[src/rtl/csws_pkg.sv]
package csws_pkg;

  localparam int unsigned MaxWaitersDef   = 16;
  localparam int unsigned ThreadIdBitsDef = 6;
  localparam int unsigned MaxResults      = 16;
  localparam int unsigned TokenW          = 16;
  localparam int unsigned IdFieldW        = 6;
  localparam int unsigned AmountW         = 8;
  localparam int unsigned ActionW         = 2;
  localparam int unsigned KindW           = 3;

  typedef enum logic [ActionW-1:0] {
    ActGet     = 2'd0,
    ActPut     = 2'd1,
    ActTimeout = 2'd2
  } action_e;

  typedef enum logic [KindW-1:0] {
    EvGranted = 3'd0,
    EvQueued  = 3'd1,
    EvResumed = 3'd2,
    EvRemoved = 3'd3,
    EvFull    = 3'd4
  } ev_kind_e;

  typedef struct packed {
    logic [ActionW-1:0]  action;
    logic [IdFieldW-1:0] thread_id;
    logic [AmountW-1:0]  put_amount;
  } in_t;

  typedef struct packed {
    logic [KindW-1:0]    event_kind;
    logic [IdFieldW-1:0] event_thread;
    logic                last_event;
  } out_t;

  // Command bundle from the sequencer to the token counter.
  typedef struct packed {
    logic               load;
    logic [TokenW-1:0]  load_val;
    logic               add;
    logic [AmountW-1:0] add_val;
    logic               dec;
  } tok_cmd_t;

endpackage

[src/rtl/csws_ram.sv]
module csws_ram #(
  parameter int unsigned Width = 6,
  parameter int unsigned Depth = 16
) (
  input  logic                                  clk_i,
  input  logic                                  we_i,
  input  logic [(Depth > 1 ? $clog2(Depth) : 1)-1:0] waddr_i,
  input  logic [Width-1:0]                      wdata_i,
  input  logic [(Depth > 1 ? $clog2(Depth) : 1)-1:0] raddr_i,
  output logic [Width-1:0]                      rdata_o
);

  logic [Width-1:0] mem_q [Depth];
  logic [Width-1:0] rdata_q;

  always_ff @(posedge clk_i) begin
    if (we_i) begin
      mem_q[waddr_i] <= wdata_i;
    end
    rdata_q <= mem_q[raddr_i];
  end

  assign rdata_o = rdata_q;

endmodule

[src/rtl/csws_tok.sv]
module csws_tok (
  input  logic                      clk_i,
  input  logic                      rst_ni,
  input  csws_pkg::tok_cmd_t        cmd_i,
  output logic                      nz_o
);
  import csws_pkg::*;

  logic [TokenW-1:0] count_q, count_d;
  logic [TokenW:0]   sum;

  // Saturating add; the sequencer never adds and decrements in one cycle.
  always_comb begin
    sum     = {1'b0, count_q} + (TokenW + 1)'(cmd_i.add_val);
    count_d = count_q;
    if (cmd_i.load) begin
      count_d = cmd_i.load_val;
    end else if (cmd_i.add) begin
      count_d = sum[TokenW] ? '1 : sum[TokenW-1:0];
    end else if (cmd_i.dec) begin
      count_d = count_q - TokenW'(1);
    end
  end

  always_ff @(posedge clk_i or negedge rst_ni) begin
    if (!rst_ni) begin
      count_q <= '0;
    end else begin
      count_q <= count_d;
    end
  end

  assign nz_o = (count_q != '0);

endmodule

[src/rtl/counting_semaphore_wait_stack.sv]
// Order: a get answers with a registered result; a put first adds its tokens and then
// wakes threads one per cycle; a timeout scans the stack one entry per cycle from the top
// and then moves each entry above the hit down by one.
// Busy covers the wake-up loop of a put and the search and shift of a timeout, which share
// the single read port of the waiter memory; a get leaves the block idle for the next request.
// Reset (asynchronous, active low) empties the stack and zeroes the tokens; no clearing pass.
module counting_semaphore_wait_stack #(
  parameter int unsigned MAX_WAITERS    = csws_pkg::MaxWaitersDef,
  parameter int unsigned THREAD_ID_BITS = csws_pkg::ThreadIdBitsDef
) (
  input  logic                         clk_i,
  input  logic                         rst_ni,
  input  logic                         start,
  output logic                         busy,
  input  csws_pkg::in_t                req_i,
  input  logic                         cfg_we_i,
  input  logic [csws_pkg::TokenW-1:0]  cfg_wdata_i,
  output logic                         res_valid_o,
  output csws_pkg::out_t               res_o
);
  import csws_pkg::*;

  // Stored thread ids keep only the bits that the configured id width allows.
  localparam int unsigned IdW  = (THREAD_ID_BITS < IdFieldW) ? THREAD_ID_BITS : IdFieldW;
  localparam int unsigned AW   = (MAX_WAITERS > 1) ? $clog2(MAX_WAITERS) : 1;
  localparam int unsigned OW   = $clog2(MAX_WAITERS + 1);
  localparam int unsigned CntW = $clog2(MaxResults + 1);

  typedef logic [OW-1:0]  occ_t;
  typedef logic [OW:0]    occw_t;
  typedef logic [AW-1:0]  addr_t;
  typedef logic [IdW-1:0] id_t;

  // Idle handles gets directly. Wake pops waiters after a put, one per cycle, with
  // the memory read of the next waiter overlapping the report of the current one.
  // Search walks down from the top of the stack looking for the timed-out thread,
  // and Shift closes the gap it leaves, one entry per cycle.
  typedef enum logic [1:0] {
    StIdle,
    StWake,
    StSrch,
    StShift
  } state_e;

  state_e          state_q, state_d;
  occ_t            occ_q, occ_d;
  addr_t           idx_q, idx_d;
  logic [CntW-1:0] cnt_q, cnt_d;
  logic            pend_q, pend_d;
  id_t             tid_q, tid_d;
  logic            res_valid_q, res_valid_d;
  out_t            res_q, res_d;

  logic     ram_we;
  addr_t    ram_waddr, ram_raddr;
  id_t      ram_wdata, ram_rdata;
  tok_cmd_t tok_cmd;
  logic     tok_nz;

  id_t   tid_in;
  occ_t  occ_m1;
  occw_t idx_w, occ_w;
  logic  wake_more;

  assign tid_in    = req_i.thread_id[IdW-1:0];
  assign occ_m1    = occ_q - occ_t'(1);
  assign idx_w     = occw_t'(idx_q);
  assign occ_w     = occw_t'(occ_q);
  // Another waiter can be woken while tokens remain, a thread waits and the per-put
  // limit on results has not been reached.
  assign wake_more = tok_nz && (occ_q != '0) && (cnt_q < CntW'(MaxResults));

  csws_ram #(
    .Width (IdW),
    .Depth (MAX_WAITERS)
  ) u_ram (
    .clk_i   (clk_i),
    .we_i    (ram_we),
    .waddr_i (ram_waddr),
    .wdata_i (ram_wdata),
    .raddr_i (ram_raddr),
    .rdata_o (ram_rdata)
  );

  csws_tok u_tok (
    .clk_i  (clk_i),
    .rst_ni (rst_ni),
    .cmd_i  (tok_cmd),
    .nz_o   (tok_nz)
  );

  always_comb begin
    state_d     = state_q;
    occ_d       = occ_q;
    idx_d       = idx_q;
    cnt_d       = cnt_q;
    pend_d      = 1'b0;
    tid_d       = tid_q;
    res_valid_d = 1'b0;
    res_d       = res_q;
    ram_we      = 1'b0;
    ram_waddr   = addr_t'(occ_q);
    ram_wdata   = tid_in;
    ram_raddr   = '0;
    tok_cmd     = '0;
    tok_cmd.load_val = cfg_wdata_i;
    tok_cmd.add_val  = req_i.put_amount;

    case (state_q)
      StIdle: begin
        if (cfg_we_i) begin
          // A configuration write reinitializes the semaphore.
          tok_cmd.load = 1'b1;
          occ_d        = '0;
        end else if (start) begin
          tid_d = tid_in;
          res_d.event_thread = IdFieldW'(tid_in);
          res_d.last_event   = 1'b1;
          case (req_i.action)
            ActGet: begin
              res_valid_d = 1'b1;
              if (tok_nz) begin
                tok_cmd.dec      = 1'b1;
                res_d.event_kind = EvGranted;
              end else if (occ_q == occ_t'(MAX_WAITERS)) begin
                res_d.event_kind = EvFull;
              end else begin
                ram_we           = 1'b1;
                occ_d            = occ_q + occ_t'(1);
                res_d.event_kind = EvQueued;
              end
            end
            ActPut: begin
              tok_cmd.add = 1'b1;
              cnt_d       = '0;
              state_d     = StWake;
            end
            ActTimeout: begin
              // Nothing waits, so nothing can time out.
              if (occ_q != '0) begin
                ram_raddr = addr_t'(occ_m1);
                idx_d     = addr_t'(occ_m1);
                state_d   = StSrch;
              end
            end
            default: begin
            end
          endcase
        end
      end

      StWake: begin
        if (pend_q) begin
          res_valid_d        = 1'b1;
          res_d.event_kind   = EvResumed;
          res_d.event_thread = IdFieldW'(ram_rdata);
          res_d.last_event   = !wake_more;
        end
        if (wake_more) begin
          tok_cmd.dec = 1'b1;
          occ_d       = occ_m1;
          ram_raddr   = addr_t'(occ_m1);
          cnt_d       = cnt_q + CntW'(1);
          pend_d      = 1'b1;
        end else begin
          state_d = StIdle;
        end
      end

      StSrch: begin
        res_d.event_kind   = EvRemoved;
        res_d.event_thread = IdFieldW'(tid_q);
        res_d.last_event   = 1'b1;
        if (ram_rdata == tid_q) begin
          if (idx_w + occw_t'(1) < occ_w) begin
            ram_raddr = addr_t'(idx_w + occw_t'(1));
            state_d   = StShift;
          end else begin
            occ_d       = occ_m1;
            res_valid_d = 1'b1;
            state_d     = StIdle;
          end
        end else if (idx_q == '0) begin
          state_d = StIdle;
        end else begin
          idx_d     = idx_q - addr_t'(1);
          ram_raddr = idx_q - addr_t'(1);
        end
      end

      StShift: begin
        ram_we    = 1'b1;
        ram_waddr = idx_q;
        ram_wdata = ram_rdata;
        idx_d     = addr_t'(idx_w + occw_t'(1));
        res_d.event_kind   = EvRemoved;
        res_d.event_thread = IdFieldW'(tid_q);
        res_d.last_event   = 1'b1;
        if (idx_w + occw_t'(2) < occ_w) begin
          ram_raddr = addr_t'(idx_w + occw_t'(2));
        end else begin
          occ_d       = occ_m1;
          res_valid_d = 1'b1;
          state_d     = StIdle;
        end
      end

      default: begin
        state_d = StIdle;
      end
    endcase
  end

  always_ff @(posedge clk_i or negedge rst_ni) begin
    if (!rst_ni) begin
      state_q     <= StIdle;
      occ_q       <= '0;
      idx_q       <= '0;
      cnt_q       <= '0;
      pend_q      <= 1'b0;
      res_valid_q <= 1'b0;
    end else begin
      state_q     <= state_d;
      occ_q       <= occ_d;
      idx_q       <= idx_d;
      cnt_q       <= cnt_d;
      pend_q      <= pend_d;
      res_valid_q <= res_valid_d;
    end
  end

  always_ff @(posedge clk_i) begin
    tid_q <= tid_d;
    res_q <= res_d;
  end

  assign busy        = (state_q != StIdle);
  assign res_valid_o = res_valid_q;
  assign res_o       = res_q;

`ifndef SYNTHESIS
  // The stack never holds more waiters than it has entries.
  a_occ_bound: assert property (@(posedge clk_i) disable iff (!rst_ni)
    occ_q <= occ_t'(MAX_WAITERS))
    else $error("waiter occupancy beyond stack depth");

  // Every accepted get transaction answers with exactly one final result.
  a_get_answer: assert property (@(posedge clk_i) disable iff (!rst_ni)
    start && !busy && !cfg_we_i && (req_i.action == ActGet) |=>
      res_valid_o && res_o.last_event &&
      (res_o.event_kind == EvGranted || res_o.event_kind == EvQueued ||
       res_o.event_kind == EvFull))
    else $error("get transaction without a single final result");

  // Once the final result of a transaction is shown the sequencer is idle again.
  a_last_idle: assert property (@(posedge clk_i) disable iff (!rst_ni)
    res_valid_o && res_o.last_event |-> !busy)
    else $error("final result while still busy");

  // Resumed threads are reported only by the wake-up loop.
  a_resume_src: assert property (@(posedge clk_i) disable iff (!rst_ni)
    res_valid_o && (res_o.event_kind == EvResumed) |-> $past(state_q == StWake))
    else $error("resumed result outside the wake-up loop");
`endif

endmodule

[config.mk]
export PLATFORM = sky130hd
export DESIGN_NAME = counting_semaphore_wait_stack
export DESIGN_NICKNAME = d
export VERILOG_FILES = /design/src/rtl/csws_pkg.sv /design/src/rtl/csws_ram.sv /design/src/rtl/csws_tok.sv /design/src/rtl/counting_semaphore_wait_stack.sv
export SDC_FILE = /design/constraint.sdc
export NUM_CORES = 1
export LEC_CHECK = 0
export BUFFER_PORTS_ARGS = -buffer_cell sky130_fd_sc_hd__buf_2
export CAP_MARGIN = 20
export CORE_MARGIN = 3
export CORE_UTILIZATION = 45
export DETAILED_ROUTE_END_ITERATION = 7
export GPL_ROUTABILITY_DRIVEN = 0
export SETUP_SLACK_MARGIN = 0.5
export SLEW_MARGIN = 10
export SYNTH_ARGS = -nofsm -noshare
export SYNTH_HDL_FRONTEND = slang
export SYNTH_SLANG_ARGS = --single-unit
[constraint.sdc]
create_clock -name clk_i -period 8.7 [get_ports clk_i]
set_input_delay 0.87 -clock clk_i [delete_from_list [all_inputs] [get_ports clk_i]]
set_output_delay 0.87 -clock clk_i [all_outputs]
set_load 0.01 [all_outputs]
# Word level (Yosys, flattened, before mapping)
# Memories as Yosys holds them, arrays and structs flattened. A register that Yosys moved wholly into a read port is not among the register bits.
# Cells that the tools add are included.
[classes]
add_sub_neg = 8
magnitude_cmp = 3
eq_ne = 28
n_mux = 84
bitwise_logic = 1
reduce_logical = 20
[ops]
columns = ["op", "n"]
rows = [
  ["$mux 5", 13],
  ["$mux 16", 4],
  ["$mux 4", 16],
  ["$mux 10", 3],
  ["$pmux 10 s3", 1],
  ["$mux 1", 26],
  ["$ne 2x2->1 const B", 11],
  ["$pmux 5 s4", 1],
  ["$add 16x8->17", 1],
  ["$mux 2", 8],
  ["$pmux 4 s4", 1],
  ["$reduce_bool 16->1", 1],
  ["$sub 16x1->16 const B", 1],
  ["$ne 3x3->1 const B", 5],
  ["$reduce_and 7->1", 2],
  ["$lt 6x5->1", 2],
  ["$pmux 4 s3", 1],
  ["$add 5x1->5 const B", 2],
  ["$pmux 5 s2", 1],
  ["$mux 3", 3],
  ["$pmux 2 s4", 1],
  ["$reduce_and 8->1", 1],
  ["$eq 2x2->1 const B", 3],
  ["$eq 6x6->1", 1],
  ["other kinds (26)", 35],
]
[word_totals]
ff_bits = 50
ram_bits = 96
output_inout_bits = 12
memories = 1
[memory_table]
columns = ["memory", "words", "word_bits", "read_ports", "rd_ports_with_merged_regs", "wr", "line_no", "source"]
rows = [
  ["u_ram.mem_q", 16, 6, 1, 1, 1, "csws_ram.sv:13", "logic [Width-1:0] mem_q [Depth];"],
]

# Depth between registers and ports, before layout
# Gate-level depths: netlist of run 1.
[depth]
word_depth = 9
depth_mapped = 15
mapped_depth_nobuf = 12

# Hierarchy
# A second synthesis of run 1 with hierarchy kept.
[unflattened]
cells_unflattened = 665
area_unflattened_um2 = 8119.0
[by_module_without_submodules]
columns = ["module", "instances", "cells_each", "area_each_um2"]
rows = [
  ["csws_ram", 1, 178, 3895.0],
  ["counting_semaphore_wait_stack", 1, 277, 2523.7],
  ["csws_tok", 1, 210, 1700.4],
]

# Least setup slack after synthesis of run 1
# No wires, ideal clock.
[synth_path]
kind = "register -> register"
start = "reg idx_q[2]"
end = "reg u_ram.rdata_q[4], in the netlist u_ram.rdata_o[4] (read register of u_ram.mem_q)"
setup_time_ps = 122
arrival_ps = 3509
required_time_ps = 8578
setup_slack_ps = 5069
path_stages_with_launch = 16
path_buffers = 3
period_less_slack_ps = 3631
cell_sequence = "dfrtp_1 > clkbuf_1 > inv_1 > ha_1 > ha_1 > a21oi_1 > o21ai_0 > o41ai_1 > a221o_1 > a32o_1 > buf_6 > buf_6 > mux2_4 > nand2_1 > o21ai_1 > a221o_1"
[synth_via]
elab_chain_len = 5
elab_cells_between_ends = 11
cone_classes = "add/sub (3); order compare (2); mux (5); reduce/logical (1)"
[synth_rtl]
columns = ["element", "line_no", "source"]
rows = [
  ["start, declared", "counting_semaphore_wait_stack.sv:47", "addr_t idx_q, idx_d;"],
  ["start signal, assigned", "counting_semaphore_wait_stack.sv:225", "idx_q <= idx_d;"],
  ["$add 4x1->5", "counting_semaphore_wait_stack.sv:176", "ram_raddr = addr_t'(idx_w + occw_t'(1));"],
  ["$lt 6x5->1", "counting_semaphore_wait_stack.sv:175", "if (idx_w + occw_t'(1) < occ_w) begin"],
  ["$mux 4", "counting_semaphore_wait_stack.sv:175", ""],
  ["$mux 4", "counting_semaphore_wait_stack.sv:174", "if (ram_rdata == tid_q) begin"],
  ["$pmux 4 s4 (*)", "counting_semaphore_wait_stack.sv:109", "case (state_q)"],
  ["end, declared", "csws_ram.sv:14", "logic [Width-1:0] rdata_q;"],
]
# Mark *: on every way between the ends. The rest lies on a longest branch, timed or not.
# A chain may end at the register's enable or synchronous reset.

# Worst setup path in the final report of run 1
[layout_path]
start = "reg idx_q[1]"
end = "reg u_ram.rdata_q[1], in the netlist u_ram.rdata_o[1] (read register of u_ram.mem_q)"
# Same word-level chain as after synthesis.

==> out/metrics.yaml, run 1 <==
p_total_w: 0.00392
setup_violations: 0
fmax_mhz: 220
vias: 6108
worstReg2RegStart: "idx_q[1]$_DFFE_PN0P_"
ys_warn_count: 0
period_share_pct: 52.3
nFillCells: 1536
grt_pass1_vias: 5937
cp_num_buf_inv: 2
die_area_um2: 19900
peakVddDrop_mv: 0.273
grt_max_degree: 54
netlist_instances: 753
min-delay-path-class: "flip-flop to flip-flop"
critical_path.top_delay_family: "compound AO/OA/AOI/OAI gates"
post_drt_wl_per_cell_um: 19.9
yosysUniqueCellTypes: 70
fin_util_pct: 52.3
cp.required_ns: 9.02
vias_per_cell: 5.96
drive_gt1_share_pct: 13.6
cp.depth: 13
min_period_ns: 4.55
cap_violations: 0
path_max_fanout: 53
ys_ff_latch: 152
worstPathArrival_ns: 4.86
drc_errors: 0
cts-resized-gates: 0
cts_buffers: 17
ios: 48
hold_path_depth: 1
rows: 48
leakage_nw: 3.51
layout_common_cells: "edfxtp_1, nand2_1, nor2_1"
fin_skew_ns: 0.00830
place_hpwl_um: 14500
multiInputGateArea_um2: 3590
clock_sinks: 152
r2r_slack_ns: 4.15
grt_usage_pct: 21.1
worstMarginPinSlew_ns: 1.01
grt_antenna_before_repair: 0
drv_slew: 0
finalSetupTns_ns: 0
p_per_area_nw_per_um2: 426
r2r_end: "u_ram.rdata_o[1]$_DFF_P_"
wl_um: 20400
clk_latency_ns: 0.42
dieHeight_um: 141
yosysSeqAreaShare_pct: 52.7
synth_nets: 820
initial_core_util_pct: 46.7
areaGrowthSynthToFinish_pct: 12.1
crit_type: "flip-flop to flip-flop"
diodes: 0
postPlaceCellArea_um2: 8580
htreeDepth: 4
final_common_cell: "edfxtp_1"
rsz0062_at_grt: "no"
hold_viol_final: 0
cp_cell_sequence: "inv_1, ha_1, ha_1, a21oi_1, o21ai_0, o41ai_1, a221o_1, a32o_2, buf_4, mux2i_1, mux2i_1, a32o_1, a211o_1"
cp_slowest_stage_delay_ns: 0.84
fin_area_um2: 9210
syn_area_um2: 8220
core_area_um2: 17600
clockBufferDepth: 2
cp-end-kind: "flip-flop"
die_w_um: 141
synthFlopType: "edfxtp_1"
cts.clk_slew.worst_paths_ns: 0.07
grt_pass1_wl_um: 33000
seq_area_um2: 4330
grt-ovfl-total: 0
drt_iter0_drc: 538
dr.pass1.iters: 5
outcome: "completed"
whs_endpoint: "cnt_q[0]$_DFFE_PN0P_"
ant_nets: 0
portBuffers: 47
post_cts.repair.setup_buffers: 0
synth_edf_count: 112
hold_start: "cnt_q[0]$_DFFE_PN0P_"
async_flop_share_pct: 22.4
worst_r2r_path_depth: 13
cpMaxStageDelayCell: "o41ai_1"
ctsHoldBuffers: 0
synth_area_per_cell_um2: 10.9
tritoncts: "built"
nNetsFinal: 853
ctsRootBufferMaster: "clkbuf_16"
slew_headroom_pct: 31.9
cp-start-kind: "flip-flop"
-- flip-flops by register name, indices dropped and copies added (netlist names) --
name / flops
res_valid_o: 1
u_ram.rdata_o: 6
u_tok.count_q: 16
u_ram.mem_q: 96
cnt_q: 5
state_q: 2
pend_q: 1
res_o: 10
occ_q: 5
idx_q: 4
tid_q: 6
-- kinds of logic after synthesis --
kind of cell,count (synthesis),synth area share (%)
simple gates,215,12.1
buf+inv,68,3.68
fa+ha+maj,31,4.81
mux,60,7.63
flops,152,52.7
compound gates,198,15.9
xor+xnor,29,3.09
-- worst max-delay path by stage --
stage                                     endpoint                  from  slack, ns
after floorplan           u_ram.rdata_o[4]$_DFF_P_  idx_q[2]$_DFFE_PN0P_       5.07
after global placement    u_ram.rdata_o[4]$_DFF_P_  idx_q[1]$_DFFE_PN0P_       4.31
after detailed placement  u_ram.rdata_o[0]$_DFF_P_  idx_q[1]$_DFFE_PN0P_       4.22
after CTS                 u_ram.rdata_o[1]$_DFF_P_  idx_q[1]$_DFFE_PN0P_       4.19
after global routing      u_ram.rdata_o[1]$_DFF_P_  idx_q[1]$_DFFE_PN0P_       3.81
final                     u_ram.rdata_o[1]$_DFF_P_  idx_q[1]$_DFFE_PN0P_       4.15
-- cell type report --
cell class / count / share of cell area, %
repair buffers: 50 / 2.80
clock inverters: 15 / 2.19
flip-flops and latches: 152 / 47.1
well taps: 225 / 3.06
clock buffers: 17 / 4.62
inverters: 32 / 1.30
multi-input cells: 533 / 39.0
-- per-layer routing --
layer	up-vias	global-route usage [%]	part of all wire (%)
li1	2884	-	-
met1	3015	30.0	46
met2	183	33.0	47
met3	26	4.07	5.3
met4	0	6.37	1.5
met5	-	0	0
-- per-stage QoR --
stage	std cells	hold slack, ns	worst slack, ns
floorplan	753	0.485	5.07
global placement	992	0.512	4.31
detailed placement	992	0.512	4.22
CTS	1024	0.527	4.19
global route	1024	0.564	3.81
finish	1024	0.524	4.15
-- cells in the mapped netlist, types with 7 or more instances --
master	number	share of area (%)
edfxtp_1	112	41
nand2_1	79	3.6
nor2_1	63	2.9
a21oi_1	49	3.0
o21ai_0	49	3.0
mux2i_1	45	5.5
dfrtp_1	34	10
ha_1	30	4.6
inv_1	30	1.4
clkbuf_1	28	1.3
xnor2_1	19	2.0
mux2_2	13	1.8
nand3_1	13	0.79
nor3_1	13	0.79
a211oi_1	12	1.1
xor2_1	10	1.1
a22oi_1	8	0.73
nor2b_1	8	0.61
a32o_1	7	0.85
o22ai_1	7	0.53
-- power by group --
part           switching (W)  total, W  internal [W]  leakage [nW]
Combinational        0.00121   0.00200      0.000781          1.73
Sequential          0.000168   0.00116      0.000991          1.48
Clock               0.000348  0.000766      0.000418         0.302
Note: power is estimated with default switching activity, not from simulation.
==> inputs of run 2 (changes only) <==
ABC_AREA = 1   (was default)
clock period = 3.97 ns   (was 8.7 ns; I/O delays follow)
==> run 2 against run 1 <==
Register-to-register slack got worse by 3.4 ns. Fmax increased by 41%. Die area is 5.9% higher. Largest cell class unchanged. Synthesized cell count up 35%. Critical path type unchanged. Area after synthesis rose by 6.1%. Total power up 110%. Global-route usage is 0.059 points lower.
==> out/metrics.yaml, run 2 <==
seq_power_share_pct: 28.7
critical_path.top_delay_family: "simple AND/OR/NAND/NOR gates"
worst_r2r_path_depth: 17
p_total_w: 0.00820
grt_antenna_before_repair: 0
htreeDepth: 4
post-synth-top-count-cell: "nand2_1"
ys_top_cells_by_area: "edfxtp_1, nand2_1, dfrtp_1"
path_max_fanout: 13
switchingPower_w: 0.00383
dieHeight_um: 145
wl_um: 22200
die_area_um2: 21100
grt_usage_pct: 21.1
p_per_area_nw_per_um2: 835
initial_core_util_pct: 46.2
yosysUniqueCellTypes: 50
finalSetupTns_ns: 0
vias_per_cell: 5.27
setup_violations: 0
grt_pass1_wl_um: 35600
clockBufferDepth: 2
fin_skew_ns: 0.0118
yosysSeqAreaShare_pct: 49.7
ant_nets: 0
period_share_pct: 81.3
fin_util_pct: 52.0
holdWs_ns: 0.0716
ys_ff_latch: 152
rsz0062_at_grt: "yes"
cp-end-kind: "flip-flop"
outcome: "completed"
synth_area_per_cell_um2: 8.60
combPwrFrac_pct: 51.8
synth_edf_count: 112
grt_pass1_vias: 6592
diodes: 0
async_flop_share_pct: 22.4
cts_buffers: 17
drc_errors: 0
min_period_ns: 3.23
cp.required_ns: 4.34
grt-ovfl-total: 0
clk_latency_ns: 0.43
layout_common_cells: "nand2_1, nand3_1, inv_1"
hold_viol_final: 0
nFillCells: 1800
cpMaxStageDelayCell: "dfrtp_1"
fmax_mhz: 310
post_drt_wl_per_cell_um: 16.6
portBuffers: 47
cts.clk_slew.worst_paths_ns: 0.07
tritoncts: "built"
areaGrowthSynthToFinish_pct: 12.6
leakage_nw: 4.34
netlist_instances: 1014
synth_top_cell_area_share_pct: 38.6
peakVddDrop_mv: 0.457
clock_sinks: 152
worstPathArrival_ns: 3.60
ys_warn_count: 0
place_hpwl_um: 15200
ios: 48
p_int_w: 0.00437
grt_max_degree: 49
ctsHoldBuffers: 0
cp_cell_sequence: "ha_1, xor2_1, o21ai_1, inv_1, ha_1, nand2_1, nand2_1, a21oi_1, and2_1, nand3_1, nor2_1, nand2_1, nand3_4, inv_2, nand3_1, nand3_1, nand2_1"
p_clk_share_pct: 19.5
rows: 50
slew_headroom_pct: 43.6
synthFlopType: "edfxtp_1"
switching_share_pct: 46.7
final_common_cell: "nand2_1"
die_w_um: 145
vias: 7032
synth_common_cells: "nand2_1, nand3_1, inv_1"
drt_iter0_drc: 688
cap_violations: 0
worstMarginPinSlew_ns: 0.847
largest_register_ffs: 96
r2r_end: "u_ram.rdata_o[1]$_DFF_P_"
ctsRootBufferMaster: "clkbuf_16"
drv_slew: 0
cp_num_buf_inv: 2
min-delay-path-class: "input pin to asynchronous set/reset pin"
core_area_um2: 18900
r2r_slack_ns: 0.74
crit_top_cell: "nand2_1"
drive_gt1_share_pct: 13.0
yosysTopAreaCell: "edfxtp_1"
cp-start-kind: "flip-flop"
nNetsFinal: 1128
syn_area_um2: 8720
worstReg2RegStart: "idx_q[2]$_DFFE_PN0P_"
dr.pass1.iters: 5
synth_nets: 1081
crit_type: "flip-flop to flip-flop"
largest-register: "u_ram.mem_q"
cp_slowest_stage_delay_ns: 0.45
[run 2: cell types whose count changed after synthesis, sizes merged, moves of 11 or more]
cell and delta:
mux2 -15, a211oi -12, mux2i -45, nor2 +14, a21oi -20, nand2 +155
clkbuf -19, nand3 +133, inv +123, xnor2 -11, buf +17, nand3b +16
[run 2: through the flow]
stage                     setup slack [ns]  cell area (µm²)  instances
after detailed placement             0.633             9220       1302
final                                0.742             9820       1334
after floorplan                       1.29             8720       1014
after CTS                            0.618             9800       1334
after global routing                 0.499             9820       1334
after global placement               0.640             9220       1302
[run 2: area by class of cell]
cell class / count / area, µm² / share of cell area (%)
repair buffers: 62 / 364 / 3.71
clock buffers: 19 / 443 / 4.51
clock inverters: 13 / 136 / 1.39
flip-flops and latches: 152 / 4330 / 44.1
multi-input cells: 673 / 3630 / 37.0
well taps: 260 / 325 / 3.31
inverters: 155 / 582 / 5.93
[run 2: how the worst max path moves through the flow]
stage	slack [ns]	depth (start not counted)	endpoint	startpoint
after detailed placement	0.63	18	u_ram.rdata_o[2]$_DFF_P_	idx_q[2]$_DFFE_PN0P_
after global routing	0.50	18	u_ram.rdata_o[5]$_DFF_P_	idx_q[2]$_DFFE_PN0P_
after global placement	0.64	18	u_ram.rdata_o[2]$_DFF_P_	idx_q[2]$_DFFE_PN0P_
after CTS	0.62	18	u_ram.rdata_o[2]$_DFF_P_	idx_q[2]$_DFFE_PN0P_
after floorplan	1.29	17	u_ram.rdata_o[0]$_DFF_P_	idx_q[2]$_DFFE_PN0P_
final	0.74	17	u_ram.rdata_o[1]$_DFF_P_	idx_q[2]$_DFFE_PN0P_
[run 2: logic make-up after synthesis]
| kind of cell | Yosys count | synth area share [%] |
|---|---|---|
| flops | 152 | 49.7 |
| compound gates | 118 | 8.30 |
| xor+xnor | 24 | 2.41 |
| fa+ha+maj | 31 | 4.53 |
| buf+inv | 189 | 8.94 |
| simple gates | 500 | 26.1 |
[run 2: layer usage]
metal,track usage [%],vias to the layer above,part of all wire (%)
met4,6.74,0,1.9
li1,-,3490,-
met5,0,-,0
met2,31.9,219,45
met1,31.0,3295,48
met3,3.47,28,5.1
[run 2: timing repair]
item                                    CTS  global route
endpoints found under the setup margin    0             6
setup buffers                             0             0
resized for setup                         0             5
[run 2: power by group through the flow]
stage / combinational (W) / sequential [W] / clock, W
2_1_floorplan: 0.00315 / 0.00233 / 0
3_3_place_gp: 0.00415 / 0.00238 / 0
3_5_place_dp: 0.00418 / 0.00238 / 0
4_1_cts: 0.00419 / 0.00235 / 0.00162
5_1_grt: 0.00476 / 0.00239 / 0.00169
6_report: 0.00424 / 0.00235 / 0.00160
==> inputs of run 3 (changes only) <==
clock period = 3 ns   (was 3.97 ns; I/O delays follow)
==> run 3 against run 2 <==
Die area unchanged. Wire length increased by 5.8%. Final cell count increased by 5.0%. Hold slack improved by 0.020 ns. Fmax up 18%. Sequential power grew 31%. Largest cell class unchanged.
==> out/metrics.yaml, run 3 (synthesized netlist as in run 2, its figures left out) <==
outcome: "completed"
largest-register: "u_ram.mem_q"
p_clk_share_pct: 18.4
ant_nets: 0
peakVddDrop_mv: 0.653
seq_power_share_pct: 24.4
slew_headroom_pct: 45.3
worstMarginPinSlew_ns: 0.812
setup_violations: 0
die_area_um2: 21100
worstPathArrival_ns: 3.06
p_per_area_nw_per_um2: 1140
fin_skew_ns: 0.0108
dieHeight_um: 145
clockBufferDepth: 2
fmax_mhz: 364
clock_sinks: 152
areaGrowthSynthToFinish_pct: 27.4
ctsRootBufferMaster: "clkbuf_16"
drive_gt1_share_pct: 25.1
cts_buffers: 17
place_hpwl_um: 15700
p_total_w: 0.0127
grt_antenna_before_repair: 0
cp-start-kind: "flip-flop"
wl_um: 23500
hold_viol_final: 0
drv_slew: 0
period_share_pct: 91.5
initial_core_util_pct: 46.2
min-delay-path-class: "input pin to flip-flop"
htreeDepth: 4
final_common_cell: "nand2_1"
nFillCells: 1675
p_int_w: 0.00699
postPlaceCellArea_um2: 9540
wl_met1_um: 10700
diodes: 0
path_max_fanout: 12
fin_area_um2: 11100
clk_latency_ns: 0.43
switching_share_pct: 44.8
grt_pass1_vias: 7078
grt-ovfl-total: 0
seq_area_um2: 4330
ios: 48
switchingPower_w: 0.00568
cts.clk_slew.worst_paths_ns: 0.07
portBuffers: 47
combPwrFrac_pct: 57.2
rows: 50
wl_met3_um: 1270
post_drt_wl_per_cell_um: 16.8
largest_register_ffs: 96
leakage_nw: 4.85
wl_met2_um: 11100
cap_violations: 0
cp-end-kind: "flip-flop"
crit_type: "flip-flop to flip-flop"
multiInputGateArea_um2: 4110
core_area_um2: 18900
layout_common_cells: "nand2_1, inv_1, nand3_1"
die_w_um: 145
tritoncts: "built"
cp.required_ns: 3.32
drc_errors: 0
vias: 7408
drt_iter0_drc: 526
rsz0062_at_grt: "yes"
finalSetupTns_ns: 0
dr.pass1.iters: 6
nNetsFinal: 1195
min_period_ns: 2.74
grt_usage_pct: 22.2
highest_layer: "met4"
grt_pass1_wl_um: 37500
grt_max_degree: 37
vias_per_cell: 5.29
## run 3: cell count changes in the layout (fill, tap and decap cells not counted), sizes merged
cell         delta
clkinv          -1
dlygate4sd3     +1
bufinv          +3
buf            +65
clkbuf          -1
## run 3: power groups by stage
stage	combinational (W)	sequential, W	clock [W]
floorplan	0.00420	0.00309	0
global placement	0.00579	0.00311	0
detailed placement	0.00578	0.00312	0
CTS	0.00666	0.00308	0.00238
global route	0.00798	0.00314	0.00246
finish	0.00725	0.00309	0.00233
## run 3: what timing repair did
item / CTS / global route
hold buffers: 1 / 0
hold endpoints to repair: 31 / 0
endpoints found under the setup margin: 123 / 129
buffers inserted: 12 / 11
resized for setup: 46 / 102
pin swaps: 14 / 19
gates cloned: 4 / 1
## run 3: layout make-up
type / count / share of cell area [%]
sequential: 152 / 39.0
multi-input combinational: 673 / 36.9
timing repair buffer: 129 / 10.1
inverter: 155 / 5.28
clock buffer: 17 / 3.83
tap: 260 / 2.93
clock inverter: 15 / 1.94
## run 3: per-layer routing
layer / track usage (%) / vias to the layer above
met1: 31.2 / 3504
li1: - / 3636
met5: 0 / -
met4: 6.22 / 0
met3: 4.12 / 31
met2: 35.4 / 237
## run 3: path summary, 6_finish.rpt
path	start	end	slack [ns]	cells after the start
setup / recovery	idx_q[2]$_DFFE_PN0P_	u_ram.rdata_o[2]$_DFF_P_	0.26	18
hold / removal	req_i[10]	tid_q[2]$_DFFE_PP_	0.09	1
setup reg to reg	idx_q[2]$_DFFE_PN0P_	u_ram.rdata_o[2]$_DFF_P_	0.26	18
hold reg to reg	cnt_q[3]$_DFFE_PN0P_	cnt_q[3]$_DFFE_PN0P_	0.48	1
max in group asynchronous	rst_ni	u_tok.count_q[14]$_DFFE_PN0P_	1.98	2
min in group asynchronous	rst_ni	u_tok.count_q[5]$_DFFE_PN0P_	0.50	2
## run 3: critical path, stage by stage (launching register included)
cell and delay, ns:
dfrtp_1 0.40, buf_4 0.15, inv_2 0.09, ha_1 0.27, ha_1 0.28, and3_1 0.14, nand2_1 0.08, nand3_2 0.09
nor2_1 0.05, nor2_1 0.17, nand3_4 0.17, buf_12 0.18, buf_16 0.14, nand3_1 0.06, nand2_1 0.07, nand2_1 0.06
nand3_1 0.08, nand3_1 0.08, nand2_1 0.06
## run 3: metrics by stage
step	instances	hold WS, ns	utilization [%]	setup slack [ns]
after floorplan	1014	0.00441	-	0.476
after global placement	1340	0.443	50.5	0.162
after detailed placement	1340	0.451	50.5	0.145
after CTS	1389	0.0705	56.1	0.235
after global routing	1401	0.0764	58.8	0.0681
final	1401	0.0914	58.8	0.256
